File: config.mk
export PLATFORM = sky130hd
export DESIGN_NAME = dvrt_cell
export DESIGN_NICKNAME = d
export VERILOG_FILES = /design/src/rtl/core/distance_vector_route_table_macros.svh /design/src/rtl/core/dvrt_pkg.sv /design/src/rtl/core/dvrt_cell.sv
export SDC_FILE = /design/constraint.sdc
export NUM_CORES = 1
export LEC_CHECK = 0
export CORE_MARGIN = 4
export CORE_UTILIZATION = 58
export CTS_BUF_LIST = sky130_fd_sc_hd__clkbuf_4
export CTS_CLUSTER_SIZE = 12
export DETAILED_ROUTE_END_ITERATION = 8
export DONT_BUFFER_PORTS = 1
export GPL_ROUTABILITY_DRIVEN = 0
export PLACE_DENSITY = 0.72
export SYNTH_ARGS = -nofsm -noshare
export SYNTH_HDL_FRONTEND = slang
export SYNTH_SLANG_ARGS = --single-unit
File: constraint.sdc
create_clock -name clk -period 4.12 [get_ports clk]
set_input_delay 0.824 -clock clk [delete_from_list [all_inputs] [get_ports clk]]
set_output_delay 0.824 -clock clk [all_outputs]
set_load 0.01 [all_outputs]
File: src/rtl/core/distance_vector_route_table_macros.svh
// assertion macros for the distance-vector route table
// used by the top level only, expects clk and rst_n in scope
`ifndef DISTANCE_VECTOR_ROUTE_TABLE_MACROS_SVH
`define DISTANCE_VECTOR_ROUTE_TABLE_MACROS_SVH

// same-cycle implication
`define DVRT_ASSERT_IMP(lbl, ante, cons) \
  lbl: assert property (@(posedge clk) disable iff (!rst_n) (ante) |-> (cons)) \
    else $error("dvrt assertion failed");

// next-cycle implication
`define DVRT_ASSERT_NXT(lbl, ante, cons) \
  lbl: assert property (@(posedge clk) disable iff (!rst_n) (ante) |=> (cons)) \
    else $error("dvrt assertion failed");

`endif

File: src/rtl/core/dvrt_pkg.sv
// types and constants of the distance-vector route table
// no dependencies
`default_nettype none
package dvrt_pkg;

  localparam int SLOT_W    = 6;
  localparam int IFACE_W   = 5;
  localparam int ADDR_W    = 32;
  localparam int COST_W    = 8;
  localparam int AGE_W     = 16;
  localparam int CFG_W     = 16;
  localparam int CFG_IDX_W = 1;

  localparam logic [CFG_IDX_W-1:0] CFG_INFINITY = 1'b0;
  localparam logic [CFG_IDX_W-1:0] CFG_EXPIRE   = 1'b1;

  typedef enum logic [2:0] {
    ACT_UPDATE   = 3'd0,
    ACT_LOOKUP   = 3'd1,
    ACT_TICK     = 3'd2,
    ACT_DOWN     = 3'd3,
    ACT_ANNOUNCE = 3'd4
  } act_t;

  typedef enum logic {
    ST_IDLE,
    ST_SWEEP
  } st_t;

  typedef struct packed {
    logic [2:0]         action;
    logic [ADDR_W-1:0]  dest_addr;
    logic [COST_W-1:0]  cost;
    logic [IFACE_W-1:0] iface;
  } in_t;

  typedef struct packed {
    logic               status;
    logic               changed;
    logic               found;
    logic [IFACE_W-1:0] route_iface;
    logic [ADDR_W-1:0]  entry_addr;
    logic [COST_W-1:0]  entry_cost;
    logic               last;
  } out_t;

  // command as held during a sweep, cost already clamped
  typedef struct packed {
    logic [2:0]         action;
    logic [ADDR_W-1:0]  dest;
    logic [COST_W-1:0]  cost;
    logic [IFACE_W-1:0] ifc;
  } cmd_t;

  // token handed from cell to cell
  typedef struct packed {
    logic               active;
    logic               matched;
    logic               changed;
    logic               found;
    logic [IFACE_W-1:0] riface;
    logic               free_seen;
    logic [SLOT_W-1:0]  free_idx;
    logic               pend_valid;
    logic [ADDR_W-1:0]  pend_addr;
    logic [COST_W-1:0]  pend_cost;
  } tok_t;

  typedef struct packed {
    logic              valid;
    logic [ADDR_W-1:0] addr;
    logic [COST_W-1:0] cost;
  } emit_t;

  typedef struct packed {
    logic               en;
    logic [SLOT_W-1:0]  idx;
    logic [ADDR_W-1:0]  dest;
    logic [COST_W-1:0]  cost;
    logic [IFACE_W-1:0] iface;
  } wr_t;

endpackage
`default_nettype wire

File: src/rtl/core/dvrt_cell.sv
// one route table entry and its share of a sweep
// depends on dvrt_pkg
`default_nettype none
module dvrt_cell import dvrt_pkg::*; #(
  parameter int INDEX      = 0,
  parameter int NUM_IFACES = 16
) (
  input  wire logic              clk,
  input  wire logic              rst_n,
  input  wire logic              step,
  input  wire cmd_t              cmd,
  input  wire logic [COST_W-1:0] inf_cost,
  input  wire logic [AGE_W-1:0]  expire,
  input  wire wr_t               wr,
  input  wire tok_t              tok_in,
  output tok_t                   tok_out,
  output emit_t                  emit
);

  localparam logic [IFACE_W-1:0] NONE = IFACE_W'(NUM_IFACES);
  localparam logic [SLOT_W-1:0]  SLOT = SLOT_W'(INDEX);

  tok_t               tok_r;
  logic               valid_r, valid_nxt;
  logic [ADDR_W-1:0]  dest_r, dest_nxt;
  logic [COST_W-1:0]  cost_r, cost_nxt;
  logic [IFACE_W-1:0] iface_r, iface_nxt;
  logic [AGE_W-1:0]   age_r, age_nxt;
  logic [AGE_W-1:0]   age_inc;
  logic               hit;
  tok_t               t;

  always_comb begin
    t         = tok_r;
    emit      = '0;
    valid_nxt = valid_r;
    dest_nxt  = dest_r;
    cost_nxt  = cost_r;
    iface_nxt = iface_r;
    age_nxt   = age_r;
    hit       = valid_r && (dest_r == cmd.dest);
    age_inc   = (age_r == {AGE_W{1'b1}}) ? age_r : age_r + 1'b1;
    if (step && tok_r.active) begin
      case (cmd.action)
        ACT_UPDATE: begin
          if (hit) begin
            t.matched = 1'b1;
            if (iface_r == cmd.ifc) begin
              if (cost_r != cmd.cost) begin
                cost_nxt  = cmd.cost;
                t.changed = 1'b1;
              end
              age_nxt = '0;
            end else if (cost_r > cmd.cost) begin
              cost_nxt  = cmd.cost;
              iface_nxt = cmd.ifc;
              age_nxt   = '0;
              t.changed = 1'b1;
            end
          end else if (!valid_r && !tok_r.free_seen) begin
            t.free_seen = 1'b1;
            t.free_idx  = SLOT;
          end
        end
        ACT_LOOKUP: begin
          if (hit && cost_r < inf_cost) begin
            t.found  = 1'b1;
            t.riface = iface_r;
          end
        end
        ACT_TICK: begin
          if (valid_r) begin
            age_nxt = age_inc;
            if (age_inc >= expire && cost_r != inf_cost) begin
              cost_nxt  = inf_cost;
              t.changed = 1'b1;
            end
          end
        end
        ACT_DOWN: begin
          if (valid_r && iface_r == cmd.ifc && cost_r != inf_cost) begin
            cost_nxt  = inf_cost;
            t.changed = 1'b1;
          end
        end
        ACT_ANNOUNCE: begin
          if (valid_r) begin
            emit.valid   = tok_r.pend_valid;
            emit.addr    = tok_r.pend_addr;
            emit.cost    = tok_r.pend_cost;
            t.pend_valid = 1'b1;
            t.pend_addr  = dest_r;
            t.pend_cost  = (iface_r != NONE && iface_r == cmd.ifc) ? inf_cost : cost_r;
          end
        end
        default: begin
        end
      endcase
    end
    if (wr.en && wr.idx == SLOT) begin
      valid_nxt = 1'b1;
      dest_nxt  = wr.dest;
      cost_nxt  = wr.cost;
      iface_nxt = wr.iface;
      age_nxt   = '0;
    end
    tok_out = t;
  end

  always_ff @(posedge clk) begin
    if (!rst_n) begin
      tok_r   <= '0;
      valid_r <= 1'b0;
    end else begin
      if (step) tok_r <= tok_in;
      valid_r <= valid_nxt;
    end
  end

  always_ff @(posedge clk) begin
    dest_r  <= dest_nxt;
    cost_r  <= cost_nxt;
    iface_r <= iface_nxt;
    age_r   <= age_nxt;
  end

endmodule
`default_nettype wire

==> results of run 1 <==
-- sequential cells by signal, indices dropped and copies added, names as in the netlist --
register and flops:
tok_out 1, valid_r 1, cost_r 8, tok_r 56, iface_r 5, age_r 16
dest_r 32
-- synth_stat cells (2+ instances only) --
master / instances
sky130_fd_sc_hd__o2111ai_1: 2
sky130_fd_sc_hd__nand2_1: 156
sky130_fd_sc_hd__buf_1: 3
sky130_fd_sc_hd__and3_1: 6
sky130_fd_sc_hd__ha_1: 33
sky130_fd_sc_hd__clkbuf_1: 35
sky130_fd_sc_hd__a22oi_1: 3
sky130_fd_sc_hd__a211oi_1: 2
sky130_fd_sc_hd__nand3_1: 18
sky130_fd_sc_hd__nand2b_1: 8
sky130_fd_sc_hd__mux2i_1: 67
sky130_fd_sc_hd__dfxtp_1: 74
sky130_fd_sc_hd__or3_1: 2
sky130_fd_sc_hd__nor2b_1: 65
sky130_fd_sc_hd__o21ai_0: 36
sky130_fd_sc_hd__xnor2_1: 14
sky130_fd_sc_hd__o21a_1: 6
sky130_fd_sc_hd__xor2_1: 35
sky130_fd_sc_hd__mux2_4: 5
sky130_fd_sc_hd__inv_1: 37
sky130_fd_sc_hd__mux2_2: 2
sky130_fd_sc_hd__nor4_1: 11
sky130_fd_sc_hd__o31a_1: 2
sky130_fd_sc_hd__or2_2: 2
sky130_fd_sc_hd__nor3_1: 11
sky130_fd_sc_hd__edfxtp_1: 45
sky130_fd_sc_hd__nand4_1: 12
sky130_fd_sc_hd__a221oi_1: 3
sky130_fd_sc_hd__nor3b_1: 2
sky130_fd_sc_hd__and2_1: 46
sky130_fd_sc_hd__nor2_1: 34
sky130_fd_sc_hd__nor4_2: 2
sky130_fd_sc_hd__a21oi_1: 28
sky130_fd_sc_hd__o221a_2: 7
sky130_fd_sc_hd__a31oi_1: 5
sky130_fd_sc_hd__and4_1: 2
-- metrics by stage --
| step | utilization, % | cell area (sq um) | TNS (ns) | hold WS, ns |
|---|---|---|---|---|
| after CTS | 64.1 | 7830 | 0 | 0.314 |
| after global routing | 64.4 | 7870 | -0.0769 | 0.285 |
| final | 64.4 | 7870 | 0 | 0.347 |
| after detailed placement | 61.2 | 7480 | 0 | 0.503 |
| after global placement | 61.2 | 7480 | 0 | 0.488 |
| after floorplan | - | 7350 | 0 | 0.470 |
-- worst reg2reg max path, stage by stage, from the launching register on --
cell                       delay [ns]
sky130_fd_sc_hd__dfxtp_1         0.42
sky130_fd_sc_hd__nand4_1         0.20
sky130_fd_sc_hd__or2_2           0.38
sky130_fd_sc_hd__o21ai_4         0.18
sky130_fd_sc_hd__nor2_1          0.09
sky130_fd_sc_hd__xor2_1          0.15
sky130_fd_sc_hd__ha_1            0.28
sky130_fd_sc_hd__nand2_1         0.06
sky130_fd_sc_hd__o21ai_0         0.20
sky130_fd_sc_hd__a31oi_2         0.08
sky130_fd_sc_hd__o211ai_1        0.28
sky130_fd_sc_hd__a211oi_1        0.15
sky130_fd_sc_hd__a221oi_1        0.24
sky130_fd_sc_hd__buf_4           0.24
-- power groups by stage --
stage | Clock (W) | Sequential, W | Combinational [W]
finish | 0.000911 | 0.00128 | 0.000214
global route | 0.000971 | 0.00129 | 0.000241
CTS | 0.000920 | 0.00128 | 0.000215
detailed placement | 0 | 0.00131 | 0.000213
global placement | 0 | 0.00131 | 0.000205
floorplan | 0 | 0.00130 | 0.000194
-- metal layers --
layer	track usage (%)	routed length (um)	up-vias
li1	-	-	2869
met1	34.0	8030	2872
met2	52.1	11100	319
met3	11.1	2200	28
met4	7.93	329	0
met5	0	0	-
-- worst paths after layout --
check | from | end | depth (start not counted)
min reg2reg | age_r[13] | age_r[13] | 2
min | wr[44] | dest_r[31] | 0
max reg2reg | age_r[12] | cost_r[3] | 13
max | age_r[2] | tok_out[54] | 12
-- cells by family after synthesis --
group	after synthesis	share of synthesized area [%]
and+or+nand+nor	383	26.2
DFF	119	38.6
AOI/OAI and AO/OA	105	9.08
buffers and inverters	79	4.21
muxes	74	10.5
xor gates and xnor gates	49	5.84
adders and majority gates	33	5.62
-- layout make-up --
cell class                      instances  area, sq um
Antenna cell                            2         5.00
Sequential cell                       119         2850
Fill cell                            1056         4350
Clock inverter                         15          175
Timing Repair Buffer                    9         80.1
Multi-Input combinational cell        644         4270
Clock buffer                           17          128
Inverter                               38          143
Tap cell                              168          210
-- repair_timing --
action,in CTS,in global routing
buffers inserted,0,0
endpoints found under the setup margin,1,7
gates resized for setup,24,9
endpoints found under the hold margin,0,0
pin swaps,3,3
==> results.tsv, run 1 <==
metric	value	unit
run_status	complete, but fails checks	
failed_checks	design-rule violations	
data_required_time_of_the_worst_path	3.30	ns
tritoncts	built	
drt-wirelength-per-cell	21.4	um
hold_buffers	0	
fin_crit_period	4.08	ns
die_area	14500	sq um
leakage	3.31	nW
setup.worst_path.start_class	flop	
ys_seq_elements	119	
clk_transition_reported_paths	0.12	ns
clk_path_buf_depth	2	
final-setup-viol-count	0	
mostFrequentLayoutCell	sky130_fd_sc_hd__nand2_1	
post-synth-top-area-cell	sky130_fd_sc_hd__dfxtp_1	
pwr-share-clk	37.8	%
detail-route-antenna-nets	0	
detail_route.drc_violations	1	
die-height	121	um
vias_in_the_first_global_route	6181	
fin_skew	0.0199	ns
layout.cells.most_common_list	sky130_fd_sc_hd__nand2_1 (155), sky130_fd_sc_hd__mux2i_1 (67), sky130_fd_sc_hd__nor2b_1 (65)	
synth_top_area_share	20.2	%
drive_above_1_share	10.3	%
max-vdd-ir-drop	306	uV
synth_area_leaders	sky130_fd_sc_hd__dfxtp_1 (20%), sky130_fd_sc_hd__edfxtp_1 (18%), sky130_fd_sc_hd__mux2i_1 (9.1%)	
powerDensity	306	nW/um^2
dpl.hpwl	16600	um
std_cell_rows	40	
power.share.switching	26.3	%
clock_latency	0.56	ns
ys_seq_area_share	38.6	%
grtUsageTotal	29.7	%
clock.fmax	0.245	GHz
asyncSetResetFlopFracSynth	0	%
globalRouteOverflowTotal	0	
gate_count_post_synth	842	
num_vias	6088	
synth_nets	1059	
max-slew-margin-rel	40.8	%
power_switching	0.000634	W
critical_path.cell_chain	and4_4 -> and3_4 -> nand3_1 -> xor2_1 -> nand2_1 -> ha_1 -> a21oi_1 -> nor2_1 -> a2111oi_2 -> o211ai_1 -> a31oi_1 -> o21ai_2	
critical_path.endpoint_type	output port	
number_of_flops_mapped_to_enable_cells_by_yosys	45	
startpoint_to_endpoint_class_of_the_critical_path	flop to output port	
root_buffer	sky130_fd_sc_hd__clkbuf_4	
fin_ws	0.0409	ns
grt_pass1_wl	33400	um
critPathMaxFanout	9	
finalPower	0.00241	W
period_share	99.0	%
ys.flop_type	sky130_fd_sc_hd__dfxtp_1	
core	12200	sq um
critical-path-slowest-cell	sky130_fd_sc_hd__dfxtp_4	
dpl.cell_count	978	
wl	21700	um
worst_path_arrival_time	3.26	ns
grt_setup_unrepaired	true	
synth.cell_area	7350	sq um
final_max_slew_violation_count	0	
cts_buffers	17	
area_growth	7.07	%
ys.warnings.count	0	
timing.max_cap.violations	0	
drt_first_pass_iters	8	
p_int	0.00177	W
endpoints_failing_hold	0	
grt_start_max_net_pins	62	
tritoncts_sink_count	119	
worst_path_dominant_cell_family	compound AO/OA/AOI/OAI gates	
portBuffers	0	
synth_area_per_cell	8.72	sq um
worst_hold_path_type	input port to flop	
detail_route.vias_per_cell	6.02	
comb_power_share	8.9	%
timing.critical_path.buf_inv	0	
power_frac_seq	53.3	%
slack_of_the_worst_reg_to_reg_path	0.89	ns
worst_slew_pin_slew	0.887	ns
io_pins	282	
h-tree-depth	4	
final-instance-count-excl-fill	1012	
place_ws	0.217	ns
antenna_found_initial	2	
drt_iter0_markers	412	
slowest_stage_delay_cp	0.42	ns
layout.nets	1046	
die_w	121	um
start_util	60.2	%
post_synth_num_cell_types	57	
Power figures use the tool's default switching activity.
==> run 2, diff against run 1 <==
Settings changed: SETUP_SLACK_MARGIN from default to 0.4.
==> run 2 against run 1 <==
The run now ends clean. Routed wire length increased by 5.2%. Maximum frequency is 1.7% higher. Hold slack lost 0.021 ns. Non-clock buffer count is 24 higher. Clock skew is 0.0071 ns higher. Clock power grew 1%. Sequential share of layout area fell by 1.2 points. Critical path depth unchanged. Largest power group unchanged. Highest routed layer is now met5.
==> results.tsv, run 2 (synthesis results as in run 1) <==
metric	value	unit	change
run_status	finished, final reports clean		was complete, but fails checks
detail_route.vias_per_cell	6.06		was 6.02
layout.nets	1070		was 1046
comb_power_share	9.1	%	was 8.9%
wl	22800	um	was 21700 um
power.share.switching	26.8	%	was 26.3%
num_vias	6280		was 6088
largest_registers	tok_r (56), dest_r (32), age_r (16)		unchanged
data_required_time_of_the_worst_path	3.30	ns	about the same
die_w	121	um	unchanged
tritoncts_sink_count	119		unchanged
clock_latency	0.58	ns	was 0.56 ns
endpoints_failing_hold	0		unchanged
die-height	121	um	unchanged
largest_register_ff_count	56		unchanged
max-vdd-ir-drop	312	uV	was 306 uV
setup.worst_path.start_class	flop		unchanged
multi_input_comb_area	4410	sq um	was 4270 sq um
die_area	14500	sq um	unchanged
fin_crit_period	4.01	ns	was 4.08 ns
nFillCells	1002		was 1056
antenna_found_initial	3		was 2
pwr-share-clk	38.1	%	was 37.8%
vias_in_the_first_global_route	6377		was 6181
drt_first_pass_iters	5		was 8
period_share	97.3	%	was 99.0%
worst_path_arrival_time	3.19	ns	was 3.26 ns
std_cell_rows	40		unchanged
final-setup-viol-count	0		unchanged
worst_r2r_path_depth	13		unchanged
hold_buffers	0		unchanged
totalNegativeSetupSlack	0	ns	unchanged
critical_path.endpoint_type	output port		unchanged
layout.cells.most_common_list	sky130_fd_sc_hd__nand2_1 (154), sky130_fd_sc_hd__mux2i_1 (67), sky130_fd_sc_hd__nor2b_1 (65)		was sky130_fd_sc_hd__nand2_1 (155), sky130_fd_sc_hd__mux2i_1 (67), sky130_fd_sc_hd__nor2b_1 (65)
mostFrequentLayoutCell	sky130_fd_sc_hd__nand2_1		unchanged
cts_buffers	17		unchanged
h-tree-depth	4		unchanged
power_frac_seq	52.8	%	was 53.3%
fin_ws	0.111	ns	was 0.0409 ns
detail-route-antenna-nets	0		unchanged
fin_skew	0.0270	ns	was 0.0199 ns
powerDensity	295	nW/um^2	was 306 nW/um^2
grt_pass1_wl	34200	um	was 33400 um
start_util	60.2	%	unchanged
dpl.hpwl	16600	um	unchanged
place_ws	0.217	ns	unchanged
max-slew-margin-rel	50.9	%	was 40.8%
clock.fmax	0.249	GHz	was 0.245 GHz
grt_setup_unrepaired	true		unchanged
startpoint_to_endpoint_class_of_the_critical_path	flop to output port		unchanged
clk_path_buf_depth	2		unchanged
timing.max_cap.violations	0		unchanged
grtUsageTotal	30.5	%	was 29.7%
root_buffer	sky130_fd_sc_hd__clkbuf_4		unchanged
area_growth	11.8	%	was 7.07%
core	12200	sq um	unchanged
globalRouteOverflowTotal	0		unchanged
detail_route.drc_violations	0		was 1
portBuffers	0		unchanged
tritoncts	built		unchanged
drive_above_1_share	15.8	%	was 10.3%
sequential_cell_area	2880	sq um	was 2850 sq um
worst_hold_path_type	input port to flop		unchanged
p_int	0.00177	W	about the same
power_switching	0.000648	W	was 0.000634 W
hold_path_depth	0		unchanged
drt-wirelength-per-cell	22.0	um	was 21.4 um
drt_iter0_markers	518		was 412
io_pins	282		unchanged
grt_start_max_net_pins	62		unchanged
largest_register	tok_r		unchanged
leakage	3.46	nW	was 3.31 nW
clk_transition_reported_paths	0.13	ns	was 0.12 ns
critPathMaxFanout	4		was 9
worst_slew_pin_slew	0.731	ns	was 0.887 ns
final_max_slew_violation_count	0		unchanged
==> run 2: layout make-up <==
type | instances | area share (%)
timing repair buffer | 33 | 3.21
clock buffer | 17 | 1.55
sequential | 119 | 35.0
antenna | 2 | 0.0609
multi-input combinational | 644 | 53.7
tap | 168 | 2.56
inverter | 38 | 1.74
clock inverter | 15 | 2.13
==> run 2: per-stage QoR <==
stage	cell area [sq um]	total power, W	hold WS [ns]	util (%)	cells
after floorplan	7350	0.00149	0.470	-	842
after global placement	7480	0.00151	0.488	61.2	978
after detailed placement	7480	0.00152	0.503	61.2	978
after CTS	8030	0.00242	0.314	65.8	1024
after global routing	8210	0.00250	0.292	67.3	1036
final	8210	0.00242	0.326	67.3	1036
==> run 2: final timing paths <==
check             startpoint           to  slack [ns]
setup / recovery    age_r[0]  tok_out[54]        0.11
hold / removal        wr[44]   dest_r[31]        0.33
setup reg to reg    age_r[2]    cost_r[3]        0.94
hold reg to reg     age_r[1]     age_r[1]        0.50
==> run 2: power by group through the flow <==
| stage | logic, W | registers, W | clock network, W |
|---|---|---|---|
| 6_report | 0.000221 | 0.00128 | 0.000922 |
| 5_1_grt | 0.000247 | 0.00128 | 0.000968 |
| 4_1_cts | 0.000217 | 0.00128 | 0.000920 |
| 3_5_place_dp | 0.000213 | 0.00131 | 0 |
| 3_3_place_gp | 0.000205 | 0.00131 | 0 |
| 2_1_floorplan | 0.000194 | 0.00130 | 0 |
==> run 2: routing by layer <==
layer | up-vias | track usage, % | share of wire [%]
met3 | 54 | 11.8 | 10
met5 | - | 0 | 0.053
met1 | 2947 | 34.2 | 37
li1 | 2910 | - | -
met4 | 2 | 9.56 | 2.2
met2 | 367 | 53.4 | 51
==> run 2: repair_timing <==
action,in CTS,in global routing
pin swaps,13,12
setup endpoints to repair,7,28
resized for setup,49,25
setup buffers,14,10
==> run 2: critical path, cell delays in order (launching register included) <==
cell and delay (ns):
sky130_fd_sc_hd__dfxtp_4 0.38, sky130_fd_sc_hd__ha_2 0.21, sky130_fd_sc_hd__and3_4 0.21, sky130_fd_sc_hd__buf_4 0.15, sky130_fd_sc_hd__a21oi_4 0.23, sky130_fd_sc_hd__xor2_2 0.19, sky130_fd_sc_hd__ha_1 0.26, sky130_fd_sc_hd__a21oi_1 0.20
sky130_fd_sc_hd__o21ai_2 0.10, sky130_fd_sc_hd__a31oi_4 0.17, sky130_fd_sc_hd__o211ai_1 0.16, sky130_fd_sc_hd__a31oi_1 0.23, sky130_fd_sc_hd__o21ai_2 0.12
==> run 3, diff against run 2 <==
Settings changed: REMOVE_ABC_BUFFERS from default to 1.
==> run 3 against run 2 <==
Routed wire length decreased by 6.1%. Global-route usage decreased by 1.5 points. Hold slack improved by 0.049 ns. Clock skew decreased by 0.010 ns. Non-clock buffer count unchanged. Critical path depth decreased by 1. Largest power group unchanged. Highest routed layer is now met4.
==> results.tsv, run 3 (synthesis results as in run 1) <==
metric	value	unit	change
holdPathEnd	dest_r[22]		was dest_r[31]
final_core_util	66.7	%	was 67.3%
clk_path_buf_depth	2		unchanged
worst_slew_pin_slew	0.803	ns	was 0.731 ns
worst_path_arrival_time	3.26	ns	was 3.19 ns
grt_setup_unrepaired	true		unchanged
core	12200	sq um	unchanged
final_max_slew_violation_count	0		unchanged
hold_path_depth	0		unchanged
h-tree-depth	4		unchanged
layout.nets	1070		unchanged
wl	21400	um	was 22800 um
p_int	0.00172	W	was 0.00177 W
layout.cells.most_common_list	sky130_fd_sc_hd__nand2_1 (153), sky130_fd_sc_hd__mux2i_1 (67), sky130_fd_sc_hd__nor2b_1 (65)		was sky130_fd_sc_hd__nand2_1 (154), sky130_fd_sc_hd__mux2i_1 (67), sky130_fd_sc_hd__nor2b_1 (65)
worst_hold_path_type	input port to flop		unchanged
die-height	121	um	unchanged
detail-route-antenna-nets	0		unchanged
final-setup-viol-count	0		unchanged
powerDensity	286	nW/um^2	was 295 nW/um^2
fin_skew	0.0170	ns	was 0.0270 ns
tritoncts	built		unchanged
period_share	99.0	%	was 97.3%
grtUsageTotal	29.0	%	was 30.5%
pwr-share-clk	35.6	%	was 38.1%
nFillCells	1013		was 1002
critPathMaxFanout	6		was 4
vias_in_the_first_global_route	6261		was 6377
drt_first_pass_iters	7		was 5
portBuffers	0		unchanged
largest_register	tok_r		unchanged
fin_area	8140	sq um	was 8210 sq um
io_pins	282		unchanged
detail_route.vias_per_cell	5.98		was 6.06
clock_latency	0.53	ns	was 0.58 ns
finalPower	0.00233	W	was 0.00242 W
drt-wirelength-per-cell	20.7	um	was 22.0 um
startpoint_to_endpoint_class_of_the_critical_path	flop to output port		unchanged
num_vias	6194		was 6280
endpoints_failing_hold	0		unchanged
max-slew-margin-rel	46.1	%	was 50.9%
root_buffer	sky130_fd_sc_hd__clkbuf_4		unchanged
std_cell_rows	40		unchanged
drt_iter0_markers	461		was 518
data_required_time_of_the_worst_path	3.30	ns	about the same
dpl_cell_area	7480	sq um	about the same
clock.fmax	0.245	GHz	was 0.249 GHz
clk_transition_reported_paths	0.12	ns	was 0.13 ns
leakage	3.43	nW	was 3.46 nW
power_switching	0.000606	W	was 0.000648 W
setup.worst_path.start_class	flop		unchanged
mostFrequentLayoutCell	sky130_fd_sc_hd__nand2_1		unchanged
power.share.switching	26.0	%	was 26.8%
largest_registers	tok_r (56), dest_r (32), age_r (16)		unchanged
cts_buffers	17		unchanged
timing.rr.end	cost_r[6]		was cost_r[3]
slack_of_the_worst_reg_to_reg_path	0.82	ns	was 0.94 ns
totalNegativeSetupSlack	0	ns	unchanged
antenna_found_initial	1		was 3
detail_route.drc_violations	0		unchanged
die_w	121	um	unchanged
area_growth	10.8	%	was 11.8%
worstHoldStart	wr[35]		was wr[44]
dpl.hpwl	15700	um	was 16600 um
power_frac_seq	55.0	%	was 52.8%
grt_start_max_net_pins	62		unchanged
largest_register_ff_count	56		unchanged
comb_power_share	9.4	%	was 9.1%
tritoncts_sink_count	119		unchanged
run_status	finished, final reports clean		unchanged
globalRouteOverflowTotal	0		unchanged
reg2reg_from	age_r[2]		unchanged
die_area	14500	sq um	unchanged
start_util	60.2	%	unchanged
grt_pass1_wl	32900	um	was 34200 um
drive_above_1_share	14.9	%	was 15.8%
max-vdd-ir-drop	218	uV	was 312 uV
worst_r2r_path_depth	15		was 13
timing.max_cap.violations	0		unchanged
critical_path.endpoint_type	output port		unchanged
fin_crit_period	4.08	ns	was 4.01 ns
[run 3: how the worst max path moves through the flow]
stage | from | end | slack, ns
global route | age_r[11] | tok_out[54] | -0.13
global placement | cmd[30] | tok_out[51] | 0.22
finish | age_r[2] | tok_out[54] | 0.04
detailed placement | age_r[3] | tok_out[54] | 0.20
floorplan | cmd[31] | tok_out[48] | 0.53
CTS | age_r[2] | tok_out[54] | 0.08
[run 3: power by group through the flow]
stage / logic, W / registers [W] / clock network [W]
finish: 0.000220 / 0.00128 / 0.000828
global route: 0.000246 / 0.00128 / 0.000897
CTS: 0.000218 / 0.00128 / 0.000845
detailed placement: 0.000213 / 0.00131 / 0
global placement: 0.000205 / 0.00131 / 0
floorplan: 0.000175 / 0.00130 / 0
[run 3: layout make-up]
cell class | count | area [sq um] | area share, %
clock buffer | 19 | 143 | 1.75
multi-input combinational | 644 | 4380 | 53.8
inverter | 38 | 143 | 1.75
clock inverter | 13 | 131 | 1.61
antenna | 1 | 2.50 | 0.0307
tap | 168 | 210 | 2.58
sequential | 119 | 2870 | 35.3
timing repair buffer | 33 | 260 | 3.20
[run 3: routing by layer]
layer | track usage, % | vias up | wire (um) | share of wire (%)
met5 | 0 | - | 0 | 0
met4 | 10.8 | 0 | 559 | 2.6
met3 | 8.51 | 50 | 1680 | 7.8
met2 | 52.1 | 308 | 11100 | 52
met1 | 32.4 | 2916 | 8060 | 38
li1 | - | 2920 | - | -
[run 3: through the flow]
| step | instances | hold slack (ns) | setup slack (ns) |
|---|---|---|---|
| finish | 1035 | 0.374 | 0.0399 |
| global route | 1035 | 0.308 | -0.131 |
| floorplan | 801 | 0.470 | 0.529 |
| detailed placement | 979 | 0.498 | 0.202 |
| CTS | 1033 | 0.321 | 0.0837 |
| global placement | 979 | 0.490 | 0.216 |
[run 3: timing repair]
item | in CTS | in global routing
pin swaps | 13 | 7
setup buffers | 22 | 1
resized for setup | 53 | 10
setup endpoints to repair | 11 | 8
hold buffers | 0 | 0
[run 3: critical path, cell delays in order, from the launching register on]
cell,delay (ns)
sky130_fd_sc_hd__dfxtp_2,0.36
sky130_fd_sc_hd__and4_4,0.23
sky130_fd_sc_hd__and3_4,0.24
sky130_fd_sc_hd__nand2_4,0.08
sky130_fd_sc_hd__mux2_4,0.32
sky130_fd_sc_hd__ha_4,0.21
sky130_fd_sc_hd__a2111o_1,0.41
sky130_fd_sc_hd__a31oi_2,0.26
sky130_fd_sc_hd__o211ai_1,0.20
sky130_fd_sc_hd__a31oi_1,0.18
sky130_fd_sc_hd__o21ai_1,0.09
sky130_fd_sc_hd__buf_4,0.15
